### src/design/scfp_pkg.sv
package scfp_pkg;

   // Frame geometry.
   localparam int LONG_PAYLOAD  = 32;
   localparam int SHORT_PAYLOAD = 8;
   localparam int HEADER_LEN    = 3;

   // Derived widths.
   localparam int IDX_W = $clog2(LONG_PAYLOAD);
   localparam int POS_W = $clog2(HEADER_LEN + LONG_PAYLOAD);

   // Payload memory holds one frame per bank; the queue tracks one frame per bank.
   localparam int BANK_COUNT  = 2;
   localparam int BANK_W      = $clog2(BANK_COUNT);
   localparam int RAM_DEPTH   = BANK_COUNT * LONG_PAYLOAD;
   localparam int QUEUE_DEPTH = BANK_COUNT;
   localparam int QPTR_W      = $clog2(QUEUE_DEPTH);
   localparam int QCNT_W      = $clog2(QUEUE_DEPTH + 1);

   // Field widths fixed by the interface.
   localparam int BYTE_W     = 8;
   localparam int TIME_W     = 32;
   localparam int INDEX_F_W  = 5;
   localparam int LENGTH_F_W = 6;
   localparam int GAP_W      = 16;
   localparam int OFFSET_W   = 3;
   localparam int CSR_DATA_W = 16;

   // Header byte values and the short-frame command threshold.
   localparam logic [BYTE_W-1:0] SYNC_BYTE     = 8'hFE;
   localparam logic [BYTE_W-1:0] SECOND_BYTE   = 8'h1C;
   localparam logic [BYTE_W-1:0] SHORT_CMD_MIN = 8'h80;

   // Frame positions of the header bytes.
   localparam logic [POS_W-1:0] POS_IDLE     = POS_W'(0);
   localparam logic [POS_W-1:0] POS_SYNC     = POS_W'(1);
   localparam logic [POS_W-1:0] POS_CHECKSUM = POS_W'(2);

   // Configuration reset values.
   localparam logic [GAP_W-1:0]    GAP_TIMEOUT_RESET = 16'd100;
   localparam logic [OFFSET_W-1:0] CMD_OFFSET_RESET  = 3'd0;

   // Result status codes.
   localparam logic STATUS_OK    = 1'b0;
   localparam logic STATUS_ERROR = 1'b1;

   typedef enum logic [0:0] {
      CSR_GAP_TIMEOUT = 1'b0,
      CSR_CMD_OFFSET  = 1'b1
   } csr_index_type;

   typedef struct packed {
      logic [BYTE_W-1:0] rx_byte;
      logic [TIME_W-1:0] now_ms;
   } req_type;

   typedef struct packed {
      logic                  status;
      logic [BYTE_W-1:0]     payload_byte;
      logic [INDEX_F_W-1:0]  byte_index;
      logic [LENGTH_F_W-1:0] frame_length;
      logic                  last;
   } rsp_type;

   // One finished frame handed from the front end to the back end.
   typedef struct packed {
      logic [BANK_W-1:0] bank;
      logic              is_long;
      logic              sum_ok;
   } frame_desc_type;

   typedef enum logic [1:0] {
      BACK_IDLE,
      BACK_READ,
      BACK_LOAD
   } back_state_type;

endpackage

### src/design/scfp_ram.sv
module scfp_ram #(
   parameter int WIDTH = 8,
   parameter int DEPTH = 64
) (
   input  logic                     clock,
   input  logic                     we,
   input  logic [$clog2(DEPTH)-1:0] waddr,
   input  logic [WIDTH-1:0]         wdata,
   input  logic                     re,
   input  logic [$clog2(DEPTH)-1:0] raddr,
   output logic [WIDTH-1:0]         rdata
);

   logic [WIDTH-1:0] mem_ff [DEPTH];
   logic [WIDTH-1:0] rdata_ff;

   // Single write port, registered read port.
   always_ff @(posedge clock) begin
      if (we) begin
         mem_ff[waddr] <= wdata;
      end
      if (re) begin
         rdata_ff <= mem_ff[raddr];
      end
   end

   assign rdata = rdata_ff;

endmodule

### src/design/scfp_front.sv
module scfp_front (
   input  logic                                   clock,
   input  logic                                   reset,
   input  logic                                   req_valid,
   output logic                                   req_ready,
   input  scfp_pkg::req_type                      req_payload,
   input  logic                                   csr_we,
   input  scfp_pkg::csr_index_type                csr_index,
   input  logic [scfp_pkg::CSR_DATA_W-1:0]        csr_wdata,
   input  logic                                   q_full,
   output logic                                   push,
   output scfp_pkg::frame_desc_type               push_desc,
   output logic                                   ram_we,
   output logic [scfp_pkg::BANK_W+scfp_pkg::IDX_W-1:0] ram_waddr,
   output logic [scfp_pkg::BYTE_W-1:0]            ram_wdata
);
   import scfp_pkg::*;

   logic [GAP_W-1:0]    gap_timeout_ff, gap_timeout_in;
   logic [OFFSET_W-1:0] cmd_offset_ff, cmd_offset_in;
   logic [POS_W-1:0]    pos_ff, pos_in;
   logic [BYTE_W-1:0]   expected_ff, expected_in;
   logic [BYTE_W-1:0]   sum_ff, sum_in;
   logic [TIME_W-1:0]   last_time_ff, last_time_in;
   logic                cmd_ff, cmd_in;
   logic [BANK_W-1:0]   bank_ff, bank_in;

   logic                accept;
   logic [TIME_W-1:0]   gap;
   logic                timed_out;
   logic [POS_W-1:0]    pos_eff;
   logic [IDX_W-1:0]    idx;
   logic [BYTE_W-1:0]   sum_next;
   logic                at_cmd;
   logic                cmd_now;
   logic                short_done;
   logic                long_done;

   // A new word can be taken whenever a payload bank is free.
   assign req_ready = !q_full;
   assign accept    = req_valid && req_ready;

   // Configuration registers take writes directly.
   always_comb begin
      gap_timeout_in = gap_timeout_ff;
      cmd_offset_in  = cmd_offset_ff;
      if (csr_we) begin
         unique case (csr_index)
            CSR_GAP_TIMEOUT: gap_timeout_in = GAP_W'(csr_wdata);
            CSR_CMD_OFFSET:  cmd_offset_in  = OFFSET_W'(csr_wdata);
         endcase
      end
   end

   // Gap check, payload index and short-frame decision for the incoming word.
   always_comb begin
      gap        = req_payload.now_ms - last_time_ff;
      timed_out  = gap > TIME_W'(gap_timeout_ff);
      pos_eff    = timed_out ? POS_IDLE : pos_ff;
      idx        = IDX_W'(pos_eff - POS_W'(HEADER_LEN));
      sum_next   = sum_ff + req_payload.rx_byte;
      at_cmd     = idx == IDX_W'(cmd_offset_ff);
      cmd_now    = at_cmd ? (req_payload.rx_byte >= SHORT_CMD_MIN) : cmd_ff;
      short_done = (idx == IDX_W'(SHORT_PAYLOAD - 1)) &&
                   (int'(cmd_offset_ff) < SHORT_PAYLOAD) && cmd_now;
      long_done  = idx == IDX_W'(LONG_PAYLOAD - 1);
   end

   // Framing: header tracking, payload store, checksum and frame hand-off.
   always_comb begin
      pos_in       = pos_ff;
      expected_in  = expected_ff;
      sum_in       = sum_ff;
      last_time_in = last_time_ff;
      cmd_in       = cmd_ff;
      bank_in      = bank_ff;
      push         = 1'b0;
      push_desc    = '{bank: bank_ff, is_long: !short_done, sum_ok: sum_next == expected_ff};
      ram_we       = 1'b0;
      ram_waddr    = {bank_ff, idx};
      ram_wdata    = req_payload.rx_byte;
      if (accept) begin
         last_time_in = req_payload.now_ms;
         unique case (pos_eff)
            POS_IDLE: begin
               pos_in = (req_payload.rx_byte == SYNC_BYTE) ? POS_SYNC : POS_IDLE;
            end
            POS_SYNC: begin
               if (req_payload.rx_byte == SECOND_BYTE) begin
                  pos_in = POS_CHECKSUM;
               end else if (req_payload.rx_byte == SYNC_BYTE) begin
                  pos_in = POS_SYNC;
               end else begin
                  pos_in = POS_IDLE;
               end
            end
            POS_CHECKSUM: begin
               expected_in = req_payload.rx_byte;
               sum_in      = '0;
               pos_in      = POS_W'(HEADER_LEN);
            end
            default: begin
               ram_we = 1'b1;
               sum_in = sum_next;
               if (at_cmd) begin
                  cmd_in = cmd_now;
               end
               if (short_done || long_done) begin
                  push    = 1'b1;
                  pos_in  = POS_IDLE;
                  bank_in = BANK_W'(bank_ff + 1'b1);
               end else begin
                  pos_in = POS_W'(pos_eff + 1'b1);
               end
            end
         endcase
      end
   end

   always_ff @(posedge clock) begin
      if (reset) begin
         gap_timeout_ff <= GAP_TIMEOUT_RESET;
         cmd_offset_ff  <= CMD_OFFSET_RESET;
         pos_ff         <= POS_IDLE;
         expected_ff    <= '0;
         sum_ff         <= '0;
         last_time_ff   <= '0;
         cmd_ff         <= 1'b0;
         bank_ff        <= '0;
      end else begin
         gap_timeout_ff <= gap_timeout_in;
         cmd_offset_ff  <= cmd_offset_in;
         pos_ff         <= pos_in;
         expected_ff    <= expected_in;
         sum_ff         <= sum_in;
         last_time_ff   <= last_time_in;
         cmd_ff         <= cmd_in;
         bank_ff        <= bank_in;
      end
   end

   // The frame position never runs past the last payload byte.
   assert property (@(posedge clock) disable iff (reset)
      int'(pos_ff) < HEADER_LEN + LONG_PAYLOAD)
      else $error("frame position out of range");

   // A frame is handed off only when the queue has room for it.
   assert property (@(posedge clock) disable iff (reset)
      push |-> !q_full)
      else $error("frame handed off while queue full");

endmodule

### src/design/scfp_queue.sv
module scfp_queue (
   input  logic                      clock,
   input  logic                      reset,
   input  logic                      push,
   input  scfp_pkg::frame_desc_type  push_desc,
   input  logic                      pop,
   output scfp_pkg::frame_desc_type  head_desc,
   output logic                      empty,
   output logic                      full
);
   import scfp_pkg::*;

   frame_desc_type      entry_ff [QUEUE_DEPTH];
   logic [QPTR_W-1:0]   wr_ptr_ff, wr_ptr_in;
   logic [QPTR_W-1:0]   rd_ptr_ff, rd_ptr_in;
   logic [QCNT_W-1:0]   count_ff, count_in;

   assign empty     = count_ff == '0;
   assign full      = count_ff == QCNT_W'(QUEUE_DEPTH);
   assign head_desc = entry_ff[rd_ptr_ff];

   // Pointer and occupancy update.
   always_comb begin
      wr_ptr_in = wr_ptr_ff;
      rd_ptr_in = rd_ptr_ff;
      count_in  = count_ff;
      if (push) begin
         wr_ptr_in = (wr_ptr_ff == QPTR_W'(QUEUE_DEPTH - 1)) ? '0 : QPTR_W'(wr_ptr_ff + 1'b1);
      end
      if (pop) begin
         rd_ptr_in = (rd_ptr_ff == QPTR_W'(QUEUE_DEPTH - 1)) ? '0 : QPTR_W'(rd_ptr_ff + 1'b1);
      end
      if (push && !pop) begin
         count_in = QCNT_W'(count_ff + 1'b1);
      end else if (pop && !push) begin
         count_in = QCNT_W'(count_ff - 1'b1);
      end
   end

   always_ff @(posedge clock) begin
      if (reset) begin
         wr_ptr_ff <= '0;
         rd_ptr_ff <= '0;
         count_ff  <= '0;
      end else begin
         wr_ptr_ff <= wr_ptr_in;
         rd_ptr_ff <= rd_ptr_in;
         count_ff  <= count_in;
      end
   end

   // Entry storage needs no reset.
   always_ff @(posedge clock) begin
      if (push) begin
         entry_ff[wr_ptr_ff] <= push_desc;
      end
   end

   // The back end never retires a frame that is not there.
   assert property (@(posedge clock) disable iff (reset)
      pop |-> !empty)
      else $error("queue popped while empty");

endmodule

### src/design/scfp_back.sv
module scfp_back (
   input  logic                                   clock,
   input  logic                                   reset,
   input  logic                                   q_empty,
   input  scfp_pkg::frame_desc_type               head_desc,
   output logic                                   pop,
   output logic                                   ram_re,
   output logic [scfp_pkg::BANK_W+scfp_pkg::IDX_W-1:0] ram_raddr,
   input  logic [scfp_pkg::BYTE_W-1:0]            ram_rdata,
   output logic                                   rsp_valid,
   input  logic                                   rsp_ready,
   output scfp_pkg::rsp_type                      rsp_payload
);
   import scfp_pkg::*;

   back_state_type   state_ff, state_in;
   logic [IDX_W-1:0] i_ff, i_in;
   logic             rsp_valid_ff, rsp_valid_in;
   rsp_type          rsp_ff, rsp_in;

   logic                  out_free;
   logic [LENGTH_F_W-1:0] frame_len;
   logic [IDX_W-1:0]      last_idx;
   logic                  is_last;

   assign out_free  = !rsp_valid_ff || rsp_ready;
   assign frame_len = head_desc.is_long ? LENGTH_F_W'(LONG_PAYLOAD) : LENGTH_F_W'(SHORT_PAYLOAD);
   assign last_idx  = head_desc.is_long ? IDX_W'(LONG_PAYLOAD - 1) : IDX_W'(SHORT_PAYLOAD - 1);
   assign is_last   = i_ff == last_idx;
   assign ram_raddr = {head_desc.bank, i_ff};

   // Drain sequencer: one error word, or one read and one output load per payload byte.
   always_comb begin
      state_in     = state_ff;
      i_in         = i_ff;
      rsp_in       = rsp_ff;
      rsp_valid_in = rsp_valid_ff && !rsp_ready;
      pop          = 1'b0;
      ram_re       = 1'b0;
      unique case (state_ff)
         BACK_IDLE: begin
            if (!q_empty) begin
               if (!head_desc.sum_ok) begin
                  if (out_free) begin
                     rsp_in       = '{status: STATUS_ERROR, payload_byte: '0, byte_index: '0,
                                      frame_length: frame_len, last: 1'b1};
                     rsp_valid_in = 1'b1;
                     pop          = 1'b1;
                  end
               end else begin
                  i_in     = '0;
                  state_in = BACK_READ;
               end
            end
         end
         BACK_READ: begin
            ram_re   = 1'b1;
            state_in = BACK_LOAD;
         end
         BACK_LOAD: begin
            if (out_free) begin
               rsp_in       = '{status: STATUS_OK, payload_byte: ram_rdata,
                                byte_index: INDEX_F_W'(i_ff), frame_length: frame_len,
                                last: is_last};
               rsp_valid_in = 1'b1;
               if (is_last) begin
                  pop      = 1'b1;
                  state_in = BACK_IDLE;
               end else begin
                  i_in     = IDX_W'(i_ff + 1'b1);
                  state_in = BACK_READ;
               end
            end
         end
         default: begin
            state_in = BACK_IDLE;
         end
      endcase
   end

   always_ff @(posedge clock) begin
      if (reset) begin
         state_ff     <= BACK_IDLE;
         i_ff         <= '0;
         rsp_valid_ff <= 1'b0;
      end else begin
         state_ff     <= state_in;
         i_ff         <= i_in;
         rsp_valid_ff <= rsp_valid_in;
      end
   end

   // The output word register needs no reset.
   always_ff @(posedge clock) begin
      rsp_ff <= rsp_in;
   end

   assign rsp_valid   = rsp_valid_ff;
   assign rsp_payload = rsp_ff;

   // The drain runs only while its frame is still held in the queue.
   assert property (@(posedge clock) disable iff (reset)
      (state_ff != BACK_IDLE) |-> !q_empty)
      else $error("drain running without a queued frame");

   // An error word is the only and final word of its frame.
   assert property (@(posedge clock) disable iff (reset)
      (rsp_valid_ff && rsp_ff.status == STATUS_ERROR) |->
         (rsp_ff.last && rsp_ff.byte_index == '0 && rsp_ff.payload_byte == '0))
      else $error("malformed error word");

endmodule

### src/design/serial_command_frame_parser.sv
// Channel   Direction  Handshake              Word
// req_      in         req_valid/req_ready    rx_byte, now_ms
// rsp_      out        rsp_valid/rsp_ready    status, payload_byte, byte_index,
//                                             frame_length, last
// csr_      in         csr_we                 csr_index, csr_wdata
//
// The front end takes one received byte per cycle while one of the two payload banks is free.
// The back end reads each payload byte from the payload RAM through its registered read port
// (BACK_READ), then loads it as an output word (BACK_LOAD); a bad frame drains as one error word.
// Reset is synchronous and clears all control state; the payload RAM is not cleared.
// A stalled result stream stops the drain; the front end keeps taking bytes into the other bank.
module serial_command_frame_parser (
   input  logic                            clock,
   input  logic                            reset,
   input  logic                            req_valid,
   output logic                            req_ready,
   input  scfp_pkg::req_type               req_payload,
   output logic                            rsp_valid,
   input  logic                            rsp_ready,
   output scfp_pkg::rsp_type               rsp_payload,
   input  logic                            csr_we,
   input  scfp_pkg::csr_index_type         csr_index,
   input  logic [scfp_pkg::CSR_DATA_W-1:0] csr_wdata
);
   import scfp_pkg::*;

   logic                      push;
   frame_desc_type            push_desc;
   logic                      pop;
   frame_desc_type            head_desc;
   logic                      q_empty;
   logic                      q_full;
   logic                      ram_we;
   logic [BANK_W+IDX_W-1:0]   ram_waddr;
   logic [BYTE_W-1:0]         ram_wdata;
   logic                      ram_re;
   logic [BANK_W+IDX_W-1:0]   ram_raddr;
   logic [BYTE_W-1:0]         ram_rdata;

   // Framing, checksum and payload capture.
   scfp_front u_front (
      .clock       (clock),
      .reset       (reset),
      .req_valid   (req_valid),
      .req_ready   (req_ready),
      .req_payload (req_payload),
      .csr_we      (csr_we),
      .csr_index   (csr_index),
      .csr_wdata   (csr_wdata),
      .q_full      (q_full),
      .push        (push),
      .push_desc   (push_desc),
      .ram_we      (ram_we),
      .ram_waddr   (ram_waddr),
      .ram_wdata   (ram_wdata)
   );

   // Two-bank payload storage.
   scfp_ram #(
      .WIDTH (BYTE_W),
      .DEPTH (RAM_DEPTH)
   ) u_ram (
      .clock (clock),
      .we    (ram_we),
      .waddr (ram_waddr),
      .wdata (ram_wdata),
      .re    (ram_re),
      .raddr (ram_raddr),
      .rdata (ram_rdata)
   );

   // Finished frames waiting to be drained.
   scfp_queue u_queue (
      .clock     (clock),
      .reset     (reset),
      .push      (push),
      .push_desc (push_desc),
      .pop       (pop),
      .head_desc (head_desc),
      .empty     (q_empty),
      .full      (q_full)
   );

   // Result drain.
   scfp_back u_back (
      .clock       (clock),
      .reset       (reset),
      .q_empty     (q_empty),
      .head_desc   (head_desc),
      .pop         (pop),
      .ram_re      (ram_re),
      .ram_raddr   (ram_raddr),
      .ram_rdata   (ram_rdata),
      .rsp_valid   (rsp_valid),
      .rsp_ready   (rsp_ready),
      .rsp_payload (rsp_payload)
   );

endmodule
### config.mk
export PLATFORM = sky130hd
export DESIGN_NAME = serial_command_frame_parser
export DESIGN_NICKNAME = d
export VERILOG_FILES = /design/src/design/scfp_pkg.sv /design/src/design/scfp_ram.sv /design/src/design/scfp_front.sv /design/src/design/scfp_queue.sv /design/src/design/scfp_back.sv /design/src/design/serial_command_frame_parser.sv
export SDC_FILE = /design/constraint.sdc
export NUM_CORES = 1
export LEC_CHECK = 0
export ABC_AREA = 1
export BUFFER_PORTS_ARGS = -buffer_cell sky130_fd_sc_hd__buf_2
export CAP_MARGIN = 20
export CORE_MARGIN = 4
export CORE_UTILIZATION = 40
export DETAILED_ROUTE_END_ITERATION = 8
export PLACE_DENSITY_LB_ADDON = 0.3
export REMOVE_ABC_BUFFERS = 1
export SETUP_SLACK_MARGIN = 0.02
export SYNTH_ARGS = -nofsm -noshare
export SYNTH_HDL_FRONTEND = slang
export SYNTH_SLANG_ARGS = --single-unit
### constraint.sdc
create_clock -name clock -period 6.2 [get_ports clock]
set_input_delay 0.31 -clock clock [delete_from_list [all_inputs] [get_ports clock]]
set_output_delay 0.31 -clock clock [all_outputs]
set_load 0.005 [all_outputs]
Yosys cells after proc, flatten, opt, wreduce, memory -nomap -nowiden --
Memory sizes are Yosys's and may differ from the RTL's. A register that Yosys moved wholly into a read port is not among the register bits. Cells that the tools add are included.
Operators by class: add/sub/neg operators 10, magnitude comparators 2, equal/unequal tests 18, muxes and demuxes 50, bitwise gates (word level) 3, reductions and logical operators 29
Operators by type and width (number):
- two-way mux 21 bit | 4
- case mux 21 bit (2 select lines) | 1
- greater-than comparator 32 x 16 -> 1 bit | 1
- subtractor 32 bit | 1
- two-way mux 1 bit | 25
- two-way mux 5 bit | 5
- two-way mux 6 bit | 4
- case mux 6 bit (3 select lines) | 1
- case mux 8 bit (2 select lines) | 1
- two-way mux 2 bit | 5
- case mux 5 bit (2 select lines) | 1
- AND reduction 5 bit | 2
- AND reduction 3 bit | 3
- adder 8 bit | 1
- equality test 8 x 5 -> 1 bit, second input constant | 1
- equality test 8 bit | 1
- equality test 8 bit, second input constant | 1
- greater-or-equal comparator 8 bit, second input constant | 1
- AND reduction 2 bit | 4
- adder 6 x 1 -> 6 bit, second input constant | 1
- equality test 6 x 1 -> 1 bit, second input constant | 1
- equality test 6 x 2 -> 1 bit, second input constant | 1
- zero test 1 bit | 6
- zero test 6 bit | 1
- other kinds (22) | 39
Storage, ports and cells: flip-flop bits (word level) 108, memory bits (writable) 518, input port bits 62, output and inout bits 23, memories kept 2
Memory list:
- u_ram.mem_ff | words 64, bits a word 8, read ports 1, clocked after Yosys merged registers in 1, wr ports 1, line scfp_ram.sv:14 | logic [WIDTH-1:0] mem_ff [DEPTH];
- u_queue.entry_ff | words 2, bits a word 3, read ports 1, clocked after Yosys merged registers in 1, wr ports 1, line scfp_queue.sv:13 | frame_desc_type entry_ff [QUEUE_DEPTH];

Logic depth before layout (Yosys ltp) --
depth in word-level cells 15, depth in mapped cells 42

Cells and area by module --
A second synthesis with hierarchy kept.
Second synthesis, totals: cells, all modules 3064, area total of the unflattened synthesis 29828.6 sq um
Modules (own cells, without submodules):
- scfp_ram | times used 1, cells an instance 1805, area each 21419.3 sq um, sequential area each 15615.0 sq um
- scfp_front | times used 1, cells an instance 1092, area each 6822.8 sq um, sequential area each 1501.4 sq um
- scfp_back | times used 1, cells an instance 125, area each 1143.6 sq um, sequential area each 670.6 sq um
- scfp_queue | times used 1, cells an instance 42, area each 442.9 sq um, sequential area each 280.3 sq um

Worst setup path before layout --
No wires, ideal clock.
path type in2reg, from in req_payload[0] (netlist name), to mem u_ram.mem_ff[10][0] (enable), library setup time 0.370 ns, arrival time 4.430 ns, path slack 1.400 ns, stages 30, buffers on the path 0, path through inv_1 > ha_1 > fa_1 > inv_1 > nand2_1 > nand3_1 > nand2_1 > nand2_1 > xor2_1 > ha_1 > nand2_1 > inv_1 > nand3_1 > nor2_1 > nand3_1 > a21boi_0 > nor2_1 > nand2_1 > nor2_1 > nand2_2 > nor2_8 > inv_1 > nor2_1 > inv_1 > ha_1 > o31ai_1 > nand2_2 > nor2_1 > nand2_1 > nor2_1
Between the ends: cells in the longest elaborated chain, start to end 9, elaborated cells on any way between the ends 12
RTL lines:
- start, declared | line serial_command_frame_parser.sv:17 | input scfp_pkg::req_type req_payload,
- subtractor 32 bit * | line scfp_front.sv:57 | gap = req_payload.now_ms - last_time_ff;
- greater-than comparator 32 x 16 -> 1 bit * | line scfp_front.sv:58 | timed_out = gap > TIME_W'(gap_timeout_ff);
- two-way mux 6 bit * | line scfp_front.sv:59 | pos_eff = timed_out ? POS_IDLE : pos_ff;
- equality test 6 x 1 -> 1 bit (tied with other cells) | line scfp_front.sv:84 | unique case (pos_eff)
- OR reduction 3 bit (no line)
- two-way mux 1 bit | line scfp_front.sv:84
- two-way mux 1 bit | line scfp_front.sv:82 | if (accept) begin
- two-way mux 1 bit | line scfp_ram.sv:19 | if (we) begin
- two-way mux 1 bit (not written as such) | line scfp_ram.sv:20 | mem_ff[waddr] <= wdata;
- end, declared | line scfp_ram.sv:14
Every way passes the cells marked *; elsewhere a longest branch is shown, timed or not.

Final worst setup path --
from in req_payload[2] (netlist name), to reg u_queue.count_ff[1]
Between the ends: cells in the longest elaborated chain, start to end 14, elaborated cells on any way between the ends 22
RTL lines:
- subtractor 32 bit * | line scfp_front.sv:57
- greater-than comparator 32 x 16 -> 1 bit * | line scfp_front.sv:58
- two-way mux 6 bit * | line scfp_front.sv:59
- subtractor 5 x 2 -> 5 bit | line scfp_front.sv:60 | idx = IDX_W'(pos_eff - POS_W'(HEADER_LEN));
- equality test 5 x 3 -> 1 bit | line scfp_front.sv:62 | at_cmd = idx == IDX_W'(cmd_offset_ff);
- two-way mux 1 bit | line scfp_front.sv:63 | cmd_now = at_cmd ? (req_payload.rx_byte >= SHORT_CMD_MIN) : cmd_ff;
- logical AND 1 bit | line scfp_front.sv:65 | (int'(cmd_offset_ff) < SHORT_PAYLOAD) && cmd_now;
- logical OR 1 bit | line scfp_front.sv:108 | if (short_done || long_done) begin
- two-way mux 1 bit | line scfp_front.sv:108
- two-way mux 1 bit * | line scfp_front.sv:84
- two-way mux 1 bit * | line scfp_front.sv:82
- net push | line serial_command_frame_parser.sv:27 | logic push;
- zero test 1 bit | line scfp_queue.sv:35 | end else if (pop && !push) begin
- logical AND 1 bit | line scfp_queue.sv:35
- nonzero test 2 bit (no line)
- end signal, assigned | line scfp_queue.sv:48 | count_ff <= count_in;
- end, declared | line scfp_queue.sv:16 | logic [QCNT_W-1:0] count_ff, count_in;
Mark *: on every way through the listed nets, which the timed path passes. The rest lies on a longest branch. A chain may end at the register's enable or synchronous reset.

==> out/qor.csv <==
stage,metric,value,unit
setup_path,crit path capture type,flop,
synthesis,register area share after synthesis,63.5,%
place,IO buf count,80,
floorplan,Die ar.,0.0755,mm²
pwr,Seq pwr share,49.7,%
route,final WL,81900,µm
setup_path,CP Launch Type,input pin,
synthesis,Post-synth top flop,edfxtp_1,
cts,number of setup buffers added after CTS,0,
pwr,Internal,7.17,mW
cts,TritonCTS Buffers,68,
setup_path,WP data required,6690,ps
cts,H-tree depth,3,
timing,f_max,179,MHz
global_routing,first-pass GRT wire length,123000,µm
global_routing,GRT Residual Overflow,0,
floorplan,# IOs,85,
cts,Clock Pin Slew Worst Setup and Hold Paths,60,ps
synthesis,Post-synth EDFFs,543,
cells_and_area,Final Instance Area,0.0329,mm²
place,Final HPWL DP,53800,µm
floorplan,row count,97,
cells_and_area,# diodes,0,
global_routing,initial antenna violation count,1,
pwr,switch share,23.3,%
timing,Slew HR,31.6,%
cts,later-pin clock latency in the skew report,630,ps
setup_path,worst setup path class,input pin to flop,
route,vias,21408,
pwr,Pwr Density,284,mW/mm²
setup_path,CP most frequent cell,nand2_1,
timing,Setup Skew,27.1,ps
setup_path,critical path arrival,6080,ps
timing,Tcrit/Tclk final,90.3,%
timing,Tightest Pin Transition,1020,ps
synthesis,post-synthesis register bit count,631,
timing,RSZ-0062 raised after global routing,no,
timing,Final Setup Violations,0,
timing,Final Hold Fails,0,
route,metal2 WL,38600,µm
setup_path,Setup crit start,req_payload[2],
route,DRC marker count from the first detailed-route iteration,2619,
route,Avg WL per Cell,20.7,µm
cells_and_area,synthesis-to-layout area growth,15.6,%
route,DRT Pass-1 Iters,6,
timing,worst setup margin,603,ps
pwr,clock share of power,42.8,%
place,pre-CTS setup slack,532,ps
floorplan,width of the die,275,µm
global_routing,global-route usage over all layers,21.4,%
route,DR top layer,met4,
global_routing,vias in the first global route,21026,
synthesis,library cells used by synthesis,56,
route,WL met1,33700,µm
route,Antenna Nets Post-Route,0,
cells_and_area,"commonest cells after routing, fill and taps aside","edfxtp_1 (543), nor2_1 (449), nand2_1 (409)",
cts,root buf cell,clkbuf_16,
pwr,NetSw,2.18,mW
setup_path,"slowest stage delay, CP",530,ps
worst_hold_path,HP Class,input pin to flop,
place,number of instances in the placed design,3793,
place,Post-DP Area,0.0304,mm²
place,gpl congestion,0.918,
cells_and_area,final cell count without fillers,3950,
synthesis,Synth async-reset ratio,0,%
route,met3 wire length,6610,µm
route,via-per-instance ratio,5.42,
setup_path,Worst path slowest cell,dlygate4sd3_1,
floorplan,starting density of the core,40.5,%
job,Max-Cap Viols,0,
setup_path,"Max FO, Critical Path",8,
setup_path,"Buf+Inv Stages, Crit Path",7,
synthesis,Syn Area/Cell,10.2,µm²
cts,CTS tree,built,
floorplan,Core Region,0.0703,mm²
cells_and_area,nets@finish,3081,
setup_path,FF-to-FF Start,u_front.last_time_ff[2],
cells_and_area,Util after Layout,46.9,%
cts,Clock Tree Buf Depth,3,
synthesis,mapped cell area,0.0285,mm²
route,drt drc,0,
pwr,"IR drop worst, VDD",0.209,mV
cells_and_area,"commonest non-fill, non-tap cell in the layout",edfxtp_1,
pwr,Comb power frac,7.5,%
pwr,leak pwr,12.4,nW
global_routing,largest net degree at the start of global routing,130,
worst_hold_path,HP Start,req_payload[21],
setup_path,CP top delay family,simple AND/OR/NAND/NOR gates,
synthesis,Yosys warnings,0,
outcome,status,"complete, no violations",
timing,Max Slew Vio Count,0,
timing,post-route minimum period,5600,ps
cells_and_area,share of cells above drive strength 1,11.5,%
cts,clock sinks,631,
floorplan,Die Y,275,µm
synthesis,Cells after Synth,2792,
[registers in the layout (all words and copies together) (netlist names), 3 cells and up, named ones only]
register / flops
u_ram.mem_ff: 512
u_front.last_time_ff: 32
u_back.rsp_payload: 17
u_front.gap_timeout_ff: 16
u_front.expected_ff: 8
u_front.sum_ff: 8
u_ram.rdata: 8
u_front.pos_ff: 6
u_queue.entry_ff: 6
u_back.i_ff: 5
u_front.cmd_offset_ff: 3
[stage by stage]
stage          TNS, ps  hold WS, ps  power, mW
2_1_floorplan   -42300          379       5.15
3_3_place_gp         0          444       5.42
3_5_place_dp         0          451       5.42
4_1_cts              0        0.831       9.42
5_1_grt              0         44.7       9.68
6_report             0         23.7       9.35
[final timing paths]
| path | slack, ps | endpoint | depth (start not counted) |
|---|---|---|---|
| worst max-delay path | 600 | u_queue.count_ff[1] | 40 |
| worst min-delay path | 20 | u_front.last_time_ff[21] | 3 |
| worst max register to register | 620 | u_queue.count_ff[1] | 39 |
| worst min register to register | 460 | u_front.last_time_ff[23] | 2 |
[power groups by stage]
stage                     Combinational (mW)  Clock (mW)  Sequential [mW]
after global placement                 0.679           0             4.74
after CTS                              0.702        4.07             4.65
after global routing                   0.797        4.24             4.65
final                                  0.701        4.00             4.65
after floorplan                        0.416           0             4.74
after detailed placement               0.682           0             4.74
[synthesized netlist by cell type, drive strengths merged (8+ instances only)]
library cell  instances  area share (%)
inv                 264             3.5
nand2               423             5.7
nor3                  8            0.20
xor2                 23            0.71
o2111ai              12            0.37
o211ai                9            0.24
edfxtp              543              57
o221ai               37             1.1
nor2                463             6.3
o22ai                97             2.1
buf                  11            0.22
dfxtp                88             6.2
nand3                92             1.8
clkbuf              122             1.6
a21oi               109             1.9
ha                   60             2.6
nand4                18            0.40
o21ai               369             6.5
[logic make-up after synthesis]
kind of cell	synth area share (%)
buf+inv	5.33
other cells	0.0132
flops	63.5
compound gates	12.8
xor+xnor	0.830
simple gates	14.8
fa+ha+maj	2.78
mux	0.0352
[final cells by class]
cell class / instances / area, µm²
Fill cell: 6474 / 37300
Timing Repair Buffer: 225 / 1570
Clock inverter: 34 / 372
Inverter: 266 / 1000
Sequential cell: 631 / 18100
Multi-Input combinational cell: 1765 / 8910
Tap cell: 940 / 1180
Clock buffer: 89 / 1820
[what timing repair did]
item | in CTS | in global routing
hold buffers | 34 | 0
endpoints found under the hold margin | 34 | 0
resized for setup | 0 | 0
[worst min-delay path: cells and delay by family]
family / cells / cell delay [ps]
AO/OA/AOI/OAI: 2 / 190
buffers and inverters: 1 / 90
[metal layers]
layer  track usage [%]  vias to the layer above
met3              4.47                      198
met4              7.40                        0
met2              35.6                      912
met5                 0                        -
li1                  -                    10041
met1              27.9                    10257
Power figures use the tool's default switching activity.
